<file path="src/rtl/tcw_fifo.sv">
// ----------------------------------------------------------------------------
// tcw_fifo
// Small register queue with push/full and pop/empty sides.
// ----------------------------------------------------------------------------
`default_nettype none

module tcw_fifo #(
   parameter int WIDTH = 8,
   parameter int DEPTH = 4
) (
   input  logic             clock,
   input  logic             reset,
   input  logic             push,
   input  logic [WIDTH-1:0] din,
   output logic             full,
   input  logic             pop,
   output logic [WIDTH-1:0] dout,
   output logic             empty
);

   localparam int AW = $clog2(DEPTH);

   logic [WIDTH-1:0] entry_ff [DEPTH];
   logic [AW:0]      wr_ptr_ff, wr_ptr_in;
   logic [AW:0]      rd_ptr_ff, rd_ptr_in;
   logic             do_push, do_pop;

   // Full when pointers differ only in the wrap bit
   assign empty   = (wr_ptr_ff == rd_ptr_ff);
   assign full    = (wr_ptr_ff[AW] != rd_ptr_ff[AW]) &&
                    (wr_ptr_ff[AW-1:0] == rd_ptr_ff[AW-1:0]);
   assign do_push = push && !full;
   assign do_pop  = pop && !empty;
   assign dout    = entry_ff[rd_ptr_ff[AW-1:0]];

   // Advance pointers
   always_comb begin
      wr_ptr_in = do_push ? wr_ptr_ff + (AW+1)'(1) : wr_ptr_ff;
      rd_ptr_in = do_pop  ? rd_ptr_ff + (AW+1)'(1) : rd_ptr_ff;
   end

   always_ff @(posedge clock) begin
      if (reset) begin
         wr_ptr_ff <= '0;
         rd_ptr_ff <= '0;
      end else begin
         wr_ptr_ff <= wr_ptr_in;
         rd_ptr_ff <= rd_ptr_in;
      end
   end

   // Store the pushed word
   always_ff @(posedge clock) begin
      if (do_push) begin
         entry_ff[wr_ptr_ff[AW-1:0]] <= din;
      end
   end

endmodule

`default_nettype wire

</file>
<file path="config.mk">
export PLATFORM = sky130hd
export DESIGN_NAME = tcw_fifo
export DESIGN_NICKNAME = d
export VERILOG_FILES = /design/src/rtl/tcw_fifo.sv
export SDC_FILE = /design/constraint.sdc
export NUM_CORES = 1
export LEC_CHECK = 0
export BUFFER_PORTS_ARGS = -buffer_cell sky130_fd_sc_hd__clkbuf_2
export CORE_ASPECT_RATIO = 1.1
export CORE_MARGIN = 5
export CORE_UTILIZATION = 45
export DETAILED_ROUTE_END_ITERATION = 12
export PLACE_DENSITY = 0.68
export SYNTH_ARGS = -nofsm -noshare
export SYNTH_HDL_FRONTEND = slang
export SYNTH_SLANG_ARGS = --single-unit
</file>
<file path="constraint.sdc">
create_clock -name clock -period 1.5 [get_ports clock]
set_input_delay 0.225 -clock clock [delete_from_list [all_inputs] [get_ports clock]]
set_output_delay 0.225 -clock clock [all_outputs]
set_load 0.1 [all_outputs]
</file>
# Word level (Yosys, flattened, before mapping)
# Memories as Yosys holds them, arrays and structs flattened. A register that Yosys moved wholly into a read port is not among the register bits.
# Cells that the tools add are included.
[op_classes]
add_sub_neg = 2
eq_ne = 3
n_mux = 4
n_reduce_logical = 5
[ops]
columns = ["cell", "n"]
rows = [
  ["adder 3 x 1 -> 3 bit, second input constant", 2],
  ["2-to-1 mux 2 bit", 2],
  ["== test 3 bit", 1],
  ["logical AND 1 bit", 3],
  ["== test 2 bit", 1],
  ["zero test 1 bit", 2],
  ["2-to-1 mux 1 bit", 2],
  ["!= test 1 bit", 1],
]
[word_totals]
register_bits = 6
mem_bits_rw = 32
in_bits = 12
output_inout_bits = 10
wordCells = 17
mem_count = 1
[memory_table]
columns = ["memory", "words", "word_bits", "read_ports", "rd_ports_with_merged_regs", "write_ports", "line", "source"]
rows = [
  ["entry_ff", 4, 8, 1, 1, 1, "23", "logic [WIDTH-1:0] entry_ff [DEPTH];"],
]

# Logic depth before layout (Yosys ltp)
[depth]
word_depth = 6
ltp_mapped = 5
ltp_nobuf = 4

# Least setup slack after synthesis
# No wires, ideal clock.
[synth_path]
kind = "register to output"
from = "register wr_ptr_ff[1]"
to = "output empty"
t_arrival_ns = 2.247
t_required_ns = 1.275
path_slack_ns = -0.972
stages_incl_launch_ff = 5
path_buffers = 1
path_cell_list = "dfxtp_1 buf_6 xnor2_1 nand2_1 nor2_1"
[synth_via]
elab_chain_cells = 1
[synth_rtl]
columns = ["element", "line", "source"]
rows = [
  ["start, declared", "24", "logic [AW:0] wr_ptr_ff, wr_ptr_in;"],
  ["start signal, assigned", "47", "wr_ptr_ff <= wr_ptr_in;"],
  ["== test 3 bit", "29", "assign empty = (wr_ptr_ff == rd_ptr_ff);"],
  ["end, declared", "18", "output logic empty"],
]
# No other way between the ends.

==> summary.txt <==
Cells and area
  – Diode count: 0
  – Synth-to-layout area growth: 42.7%
  – Post-route cell area: 0.00247 mm2
  – Layout net count: 172
  – Most common library cell in the layout ignoring fill and taps: edfxtp_1
  – Util after Layout: around 67%
  – Commonest cells after routing, fill and taps aside: edfxtp_1, buf_4, clkbuf_2, buf_12, mux4_2
  – Post-Layout Cell Count: a little over 200
  – Ratio of cells with drive above 1 in the final layout: 50.6%

Synth
  – Multiplexer share of the synthesized area: around a tenth
  – Post-Syn Area: approximately 0.0017 mm2
  – Synth Area in Simple Gates: under 10%
  – Post-synthesis sequential area ratio: 64.7%
  – Largest family of logic cells by synthesized area: multiplexers
  – Syn avg cell area: 15.7 um2
  – Cells after Synth: 110
  – Net count after synthesis: between 100 and 150
  – Post-Synth XOR/XNOR Area: 3.03%
  – Adder-cell share of the synthesized area: 3.61%
  – Ys Warns: 0
  – Post-synth cell types: 29
  – Synth Area in Compound Gates: 7.44%
  – FF+latch count, synth: 40

STA
  – Final Max Slew Viols: 0
  – Min Tclk post-route: approximately 1.7 ns
  – RSZ-0062 raised after global routing: yes
  – Clock Skew: a little over 0.01 ns
  – Final Hold Vio Count: 0
  – Maximum clock frequency: around 0.57 GHz
  – Final Cycle Share: 117%
  – Setup WS post-layout: -0.249 ns
  – Least-Margin Pin Slew: around 0.39 ns
  – Setup violators final: 10
  – Rel. slew slack: between 70% and 80%
  – Worst Hold Margin: about 0.14 ns

Route
  – DR vias: 1,127
  – 1st-pass router iterations: 4
  – Starting DRT DRC Count: slightly below 50
  – Wire per inst: ~17 um
  – Number of routed nets with antenna violations: 0
  – WL final: 3.56 mm
  – Remaining DRCs: 0
  – Via density: approximately 5.5

Global route
  – Largest net degree at the start of global routing: 15
  – Vias in the first global route: ~1,200
  – First-pass GRT wire length: approximately 5.7 mm
  – Total track usage: 14.7%
  – Overflow left after global routing: 0
  – Initial antenna violation count: 0

Placed design
  – Dpl hpwl: about 2.4 mm
  – GP Congestion: approximately 0.86
  – Placed cells: approximately 190
  – Placed cell areas: about 0.0022 mm2
  – IO buf count: 21

Floorplan
  – Die width: around 69 um
  – Die area: ~0.0052 mm2
  – Initial Util: 47.0%
  – Die Height: 75.1 um
  – Core area: 0.00368 mm2
  – # IOs: 22
  – Rows: 23

Critical path
  – CP Capture Type: output port
  – Worst-path fanout max: 8
  – FF-to-FF path depth: 5
  – CP Data Required Time: 1.27 ns
  – Worst reg2reg setup slack: roughly 0.03 ns
  – Crit Path Class: reg2out
  – CP startpoint kind: flip-flop
  – Reg2reg end: entry_ff[2][1]$_DFFE_PP_
  – WP data arrival: between 1.5 and 2 ns
  – Worst r2r src: wr_ptr_ff[1]$_SDFFE_PP0P_

Min path
  – Hold Startpoint: din[2]
  – Hold Crit Endpoint: entry_ff[1][2]$_DFFE_PP_
  – Hold path depth: 1
  – Hold Crit Class: in2reg

CTS
  – Buffer depth of the longest clock path: 2
  – CTS tree: done
  – CTS root buf: clkbuf_8
  – Clock-pin slew on the worst setup and hold paths: approximately 0.090 ns
  – H-tree Lvls: 2
  – CTS sink cnt: 40
  – CTS buffer count: 5
  – Clk Latency, worst-skew pair: between 0.3 and 0.4 ns
  – Hold buffers post-CTS: 0

Run
  – Max_cap viols: 0

Outcome
  – Failing checks: setup timing
  – Status: complete, but fails checks
-- metrics by stage --
stage          setup TNS, ns  setup WS (ns)
4_1_cts                -2.22         -0.263
6_report               -2.11         -0.249
3_5_place_dp               0         0.0182
3_3_place_gp               0         0.0477
2_1_floorplan         -0.322        -0.0131
5_1_grt                -2.67         -0.300
-- sequential cells by signal (all words and copies together) (netlist names), named ones only --
name and cells:
wr_ptr_ff 3, rd_ptr_ff 3, entry_ff 32
-- per-layer routing --
metal  vias to the layer above  global-route usage, %  share of wire, %
met2                        40                   26.1                53
met4                         0                   5.21               1.3
li1                        524                      -                 -
met5                         -                      0                 0
met3                         4                   5.34               5.4
met1                       559                   16.5                40
-- worst max path at each step --
| stage | depth (start not counted) | slack, ns | startpoint | endpoint |
|---|---|---|---|---|
| floorplan | 3 | -0.01 | wr_ptr_ff[2]$_SDFFE_PP0P_ | entry_ff[0][0]$_DFFE_PP_ |
| global placement | 4 | 0.05 | wr_ptr_ff[1]$_SDFFE_PP0P_ | entry_ff[0][3]$_DFFE_PP_ |
| detailed placement | 4 | 0.02 | wr_ptr_ff[1]$_SDFFE_PP0P_ | entry_ff[0][5]$_DFFE_PP_ |
| CTS | 3 | -0.26 | flip-flop | dout[2] |
| global route | 3 | -0.30 | flip-flop | dout[0] |
| finish | 3 | -0.25 | flip-flop | dout[2] |
-- cell families after synthesis --
family	count (synthesis)
AND/OR/NAND/NOR	23
AO/OA/AOI/OAI	19
multiplexers	8
buffers and inverters	9
XOR/XNOR	6
flip-flops	40
adder cells (fa/ha/maj)	5
-- critical path, cell delays in order (launching register included) --
cell and delay [ns]:
dfxtp_2 0.35, buf_12 0.14, mux4_2 0.54, buf_12 0.19
-- synth_stat cells --
cell | count | share of area (%)
dfxtp_1 | 8 | 9.2
or3_1 | 1 | 0.36
nand4_1 | 2 | 0.72
a211o_1 | 1 | 0.51
ha_1 | 5 | 3.6
and2_1 | 3 | 1.1
edfxtp_1 | 32 | 55
and3_1 | 1 | 0.36
clkbuf_8 | 1 | 0.79
xor2_1 | 3 | 1.5
o211ai_1 | 5 | 2.2
o21ai_0 | 4 | 1.2
or4_1 | 1 | 0.43
nand3_1 | 3 | 0.87
buf_2 | 1 | 0.29
xnor2_1 | 3 | 1.5
nand2_1 | 5 | 1.1
nor2_1 | 2 | 0.43
buf_1 | 1 | 0.22
nand3b_1 | 1 | 0.43
a31oi_1 | 4 | 1.4
clkbuf_4 | 1 | 0.43
mux4_2 | 8 | 10
buf_6 | 1 | 0.65
a21oi_1 | 2 | 0.58
nor3b_1 | 4 | 1.7
inv_1 | 4 | 0.87
a211o_2 | 1 | 0.58
a41oi_1 | 2 | 1.0
-- repair_timing --
item	4_1_cts	5_1_grt
setup buffers	5	2
gates resized for setup	7	19
endpoints found under the hold margin	0	0
pin swaps	3	4
cloned	0	0
endpoints found under the setup margin	10	40
-- layout make-up --
type / instances / area (um2)
flip-flops and latches: 40 / 1140
clock inverters: 3 / 46.3
well taps: 50 / 62.6
multi-input cells: 61 / 678
fillers: 268 / 1210
repair buffers: 43 / 463
clock buffers: 5 / 68.8
inverters: 4 / 15.0
Power is left out: the tool's default activity adds up to more than one toggle a clock period on the data nets, which glitch-free logic cannot reach.
