[src/rtl/tcw_pkg.sv]
// ----------------------------------------------------------------------------
// tcw_pkg
// Types and fixed constants shared by the text console writer modules.
// ----------------------------------------------------------------------------
`default_nettype none

package tcw_pkg;

   // Cursor widths cover the largest supported screen
   localparam int COL_W     = 7;
   localparam int ROW_W     = 6;
   localparam int OUT_ROW_W = 5;
   localparam int CSR_IDX_W = 1;

   // Operation codes on the request word
   localparam logic [2:0] OP_PUT      = 3'd0;
   localparam logic [2:0] OP_MOVE_ABS = 3'd1;
   localparam logic [2:0] OP_MOVE_REL = 3'd2;
   localparam logic [2:0] OP_CLEAR    = 3'd3;
   localparam logic [2:0] OP_READ     = 3'd4;

   // Character and attribute constants
   localparam logic [7:0] NEWLINE_CODE = 8'h0A;
   localparam logic [7:0] BLANK_CHAR   = 8'h20;
   localparam logic [7:0] RESET_ATTR   = 8'h07;

   // Control register indexes
   localparam logic [CSR_IDX_W-1:0] CSR_TEXT_ATTR  = 1'b0;
   localparam logic [CSR_IDX_W-1:0] CSR_SCROLL_OFF = 1'b1;

   // Command kinds after classification
   typedef enum logic [2:0] {
      CMD_PUT,
      CMD_NEWLINE,
      CMD_MOVE_ABS,
      CMD_MOVE_REL,
      CMD_CLEAR,
      CMD_READ,
      CMD_NOP
   } cmd_kind_type;

   typedef struct packed {
      logic [7:0] text_attribute;
      logic       scroll_off;
   } cfg_type;

   typedef struct packed {
      cmd_kind_type      kind;
      logic [7:0]        char_code;
      logic signed [7:0] col_value;
      logic signed [5:0] row_value;
      logic [COL_W-1:0]  abs_col;
      logic [ROW_W-1:0]  abs_row;
   } cmd_type;

   typedef struct packed {
      logic [COL_W-1:0]     cursor_col;
      logic [OUT_ROW_W-1:0] cursor_row;
      logic [7:0]           cell_char;
      logic [7:0]           cell_attr;
   } rsp_type;

endpackage

`default_nettype wire

[src/rtl/tcw_front.sv]
// ----------------------------------------------------------------------------
// tcw_front
// Request intake: decode the operation and clamp absolute coordinates.
// ----------------------------------------------------------------------------
`default_nettype none

module tcw_front #(
   parameter int COLS = 80,
   parameter int ROWS = 25
) (
   input  logic              push,
   output logic              full,
   input  logic [2:0]        req_operation,
   input  logic [7:0]        req_char_code,
   input  logic signed [7:0] req_col_value,
   input  logic signed [5:0] req_row_value,
   input  logic              cmd_full,
   input  logic              init_busy,
   output logic              cmd_push,
   output tcw_pkg::cmd_type  cmd
);

   import tcw_pkg::*;

   localparam logic [COL_W-1:0] COL_MAX = COL_W'(COLS - 1);
   localparam logic [ROW_W-1:0] ROW_MAX = ROW_W'(ROWS - 1);

   // Hold off requests while the queue is full or the screen is being blanked
   assign full     = cmd_full || init_busy;
   assign cmd_push = push && !full;

   // Classify the operation
   always_comb begin
      cmd.char_code = req_char_code;
      cmd.col_value = req_col_value;
      cmd.row_value = req_row_value;
      case (req_operation)
         OP_PUT: begin
            cmd.kind = (req_char_code == NEWLINE_CODE) ? CMD_NEWLINE : CMD_PUT;
         end
         OP_MOVE_ABS: cmd.kind = CMD_MOVE_ABS;
         OP_MOVE_REL: cmd.kind = CMD_MOVE_REL;
         OP_CLEAR:    cmd.kind = CMD_CLEAR;
         OP_READ:     cmd.kind = CMD_READ;
         default:     cmd.kind = CMD_NOP;
      endcase

      // Saturate the absolute column and row to the screen
      if (req_col_value[7]) begin
         cmd.abs_col = '0;
      end else if (req_col_value[6:0] > COL_MAX) begin
         cmd.abs_col = COL_MAX;
      end else begin
         cmd.abs_col = req_col_value[6:0];
      end
      if (req_row_value[5]) begin
         cmd.abs_row = '0;
      end else if ({1'b0, req_row_value[4:0]} > ROW_MAX) begin
         cmd.abs_row = ROW_MAX;
      end else begin
         cmd.abs_row = {1'b0, req_row_value[4:0]};
      end
   end

endmodule

`default_nettype wire

[config.mk]
export PLATFORM = sky130hd
export DESIGN_NAME = tcw_front
export DESIGN_NICKNAME = d
export VERILOG_FILES = /design/src/rtl/tcw_pkg.sv /design/src/rtl/tcw_front.sv
export SDC_FILE = /design/constraint.sdc
export NUM_CORES = 1
export LEC_CHECK = 0
export ABC_AREA = 1
export BUFFER_PORTS_ARGS = -buffer_cell sky130_fd_sc_hd__buf_2
export CORE_MARGIN = 5
export CORE_UTILIZATION = 29
export DETAILED_ROUTE_END_ITERATION = 6
export GPL_ROUTABILITY_DRIVEN = 0
export GPL_TIMING_DRIVEN = 1
export PLACE_DENSITY = 0.83
export SLEW_MARGIN = 20
export SYNTH_ARGS = -nofsm -noshare
export SYNTH_HDL_FRONTEND = slang
export SYNTH_SLANG_ARGS = --single-unit
[constraint.sdc]
create_clock -name vclk -period 0.8
set_clock_uncertainty 0.1 [all_clocks]
set_input_delay 0.08 -clock vclk [all_inputs]
set_output_delay 0.08 -clock vclk [all_outputs]
set_load 0.02 [all_outputs]
## After elaboration in Yosys (flattened, before gate mapping)

Cells that the tools add are included.

- Reductions and logical operators: 4
- Multiplexer cells: 6
- Eq/ne operators: 5
- Order comparisons: 2

Operator list:

| kind | count |
|---|---|
| $pmux W3 S5 | 1 |
| $mux W7 | 2 |
| $mux W5 | 2 |
| $eq A8 B4 Y1 const B | 1 |
| $gt A7 B7 Y1 const B | 1 |
| $eq A3 B2 Y1 const B | 2 |
| $gt A5 B5 Y1 const B | 1 |
| $eq A3 B1 Y1 const B | 1 |
| $eq A3 B3 Y1 const B | 1 |
| $logic_not A3 Y1 | 1 |
| $logic_and A1 B1 Y1 | 1 |
| $logic_not A1 Y1 | 1 |
| $logic_or A1 B1 Y1 | 1 |
| $mux W1 | 1 |

- Register bits: 0
- Input port bits: 28
- Logic and storage cells: 17

## Logic depth before layout (Yosys ltp)

- Depth in word-level cells: 3
- Gate-level depth with buffers: 5

## Worst setup path after synthesis

OpenSTA, ideal clock, no wires.

- Path kind: input to output
- From: input req_row_value[4]
- To: output cmd[0] (netlist bit)
- Data arrival time: 0.713 ns
- Cell stages on the path: 3
- Path buffers: 0
- Data required time: 0.620 ns
- Slack: -0.093 ns
- Path through: nand2_1 > inv_2 > nor3b_1

RTL lines:

| item | RTL line | text |
|---|---|---|
| start: declaration | tcw_front.sv:16 | `input logic signed [5:0] req_row_value,` |
| end: declaration | tcw_front.sv:20 | `output tcw_pkg::cmd_type cmd` |

==> impl_metrics.env <==
export IMPL_place_area_um2=621
export IMPL_synth_fp_nets=105
export IMPL_port_buffers=67
export IMPL_cp_max_fo=2
export IMPL_netlist_area_um2=409
export IMPL_crit_arrival_ps=650
export IMPL_cts_setup_buffers=0
export IMPL_grt_total_usage_pct=11.1
export IMPL_drt_initial_drc_count=5
export IMPL_fmax_mhz=1210
export IMPL_syn_to_final_growth_pct=106
export IMPL_finalHoldViolCount=0
export IMPL_maxCapViolCount=0
export IMPL_fillers=121
export IMPL_cp_startpoint="req_operation[0]"
export IMPL_overflow=0
export IMPL_crit_required_ps=620
export IMPL_ioPinCount=68
export IMPL_syn_area_per_cell_um2=5.31
export IMPL_dp_hpwl_um=1260
export IMPL_outcome="finished, violations left"
export IMPL_synthCells=77
export IMPL_path_buf_inv=3
export IMPL_ctsHoldBuffers=0
export IMPL_grt_max_degree=9
export IMPL_yosysSeqAreaShare_pct=0
export IMPL_hold_path_class="input port to primary output"
export IMPL_setup_violations_final=2
export IMPL_violations="negative setup slack"
export IMPL_period_needed_ps=829
export IMPL_seq_cells=0
export IMPL_fp_dieH_um=47.6
export IMPL_drt_first_pass_iters=2
export IMPL_routed_via_density=4.31
export IMPL_grt_first_pass_wirelength_um=1900
export IMPL_p_leak_nw=0.520
export IMPL_hp_start="req_char_code[4]"
export IMPL_start_util_pct=31.1
export IMPL_drive_gt1_share_pct=75.0
export IMPL_powerDensity_mw_per_mm2=680
export IMPL_ys_warnings_count=0
export IMPL_dieArea_mm2=0.00226
export IMPL_cp_slowest_cell="or2_1"
export IMPL_crit_chain="buf_8 > inv_8 > nor3_4 > or2_1 > buf_6"
export IMPL_routedWlPerCell_um=11.7
export IMPL_vias=599
export IMPL_finalNetCount=154
export IMPL_core_mm2=0.00132
export IMPL_rsz0062_at_grt="true"
export IMPL_register_area_um2=0
export IMPL_antenna_left=0
export IMPL_slowest_delay_ps=230
export IMPL_crit_path_end_kind="primary output"
export IMPL_ir_drop_mv=0.310
export IMPL_timing_final_crit_share_pct=104
export IMPL_wirelength_um=1630
export IMPL_rows=13
export IMPL_clock_buffers=0
export IMPL_grt_pass1_vias=513
export IMPL_setup_slack_ps=-29.2
export IMPL_design_area_um2=841
export IMPL_synth_cell_types=14
export IMPL_drc=0
export IMPL_die_w_um=47.6
export IMPL_crit_path_start_kind="input port"
export IMPL_final_util_pct=63.8
export IMPL_criticalPathCategory="input port to primary output"
export IMPL_diodes=0
export IMPL_slew_violations=0
export IMPL_cp_top_family="buffers and inverters"
export IMPL_antenna_found_initial=0
cells in the mapped netlist:
| library cell | number | area share [%] |
|---|---|---|
| nand2_2 | 1 | 1.5 |
| nor3b_1 | 2 | 3.7 |
| a21oi_1 | 4 | 4.9 |
| inv_2 | 3 | 2.8 |
| or2_1 | 2 | 3.1 |
| nand2_1 | 10 | 9.2 |
| nand3_1 | 1 | 1.2 |
| conb_1 | 1 | 0.92 |
| o21ai_2 | 1 | 2.1 |
| inv_1 | 15 | 14 |
| buf_4 | 23 | 42 |
| nor3_2 | 1 | 2.4 |
| nor2_1 | 12 | 11 |
| o21ai_0 | 1 | 1.2 |
where the power goes:
part           internal, mW  total (mW)  switching (mW)
clock                     0           0               0
sequential                0           0               0
combinational         0.259       0.572           0.313
per-layer routing:
| metal | part of all wire [%] | GRT usage [%] | vias up |
|---|---|---|---|
| met5 | 0 | 0 | - |
| met4 | 1.7 | 2.15 | 0 |
| met2 | 57 | 27.0 | 44 |
| li1 | - | - | 297 |
| met3 | 15 | 0.752 | 2 |
| met1 | 26 | 8.57 | 256 |
through the flow:
| stage | std cells | hold slack [ps] | setup WS [ps] | power (mW) | setup TNS, ps |
|---|---|---|---|---|---|
| 6_report | 139 | 277 | -29.2 | 0.572 | -51.5 |
| 5_1_grt | 139 | 283 | -85.1 | 0.606 | -205 |
| 4_1_cts | 139 | 278 | -25.1 | 0.498 | -45.4 |
| 3_5_place_dp | 139 | 289 | -85.5 | 0.439 | -388 |
| 3_3_place_gp | 139 | 289 | -44.4 | 0.429 | -238 |
| 2_1_floorplan | 77 | 137 | -92.6 | 0.310 | -185 |
layout make-up:
class | instances | area (µm²) | area share [%]
repair buffers | 70 | 507 | 60.3
inverters | 18 | 82.6 | 9.82
well taps | 15 | 18.8 | 2.23
multi-input cells | 36 | 233 | 27.7
cells by family after synthesis:
| group | count (synthesis) | synth area share [%] |
|---|---|---|
| compound gates | 6 | 8.26 |
| buf+inv | 41 | 58.7 |
| other cells | 1 | 0.917 |
| simple gates | 29 | 32.1 |
path summary, 6_finish.rpt:
| kind | end | depth (start not counted) | slack, ps |
|---|---|---|---|
| min | cmd[31] | 2 | 280 |
| max | cmd[37] | 5 | -30 |
layout by cell type (no fill, tap or decap):
cell type,n
buf_2,42
buf_6,19
nor2_1,10
nand2_1,9
inv_2,8
inv_1,8
buf_4,6
a21oi_2,4
inv_8,2
nand2_4,2
nor3b_2,2
buf_8,2
nor3_4,1
or2_1,1
o21ai_4,1
nor2_2,1
nand3_1,1
o21ai_0,1
or2_4,1
nor2_4,1
conb_1,1
clkbuf_4,1
what timing repair did:
item / 4_1_cts / 5_1_grt
endpoints found under the setup margin: 9 / 10
gates resized for setup: 27 / 35
pin swaps: 9 / 13
Note: power is estimated with default switching activity, not from simulation.
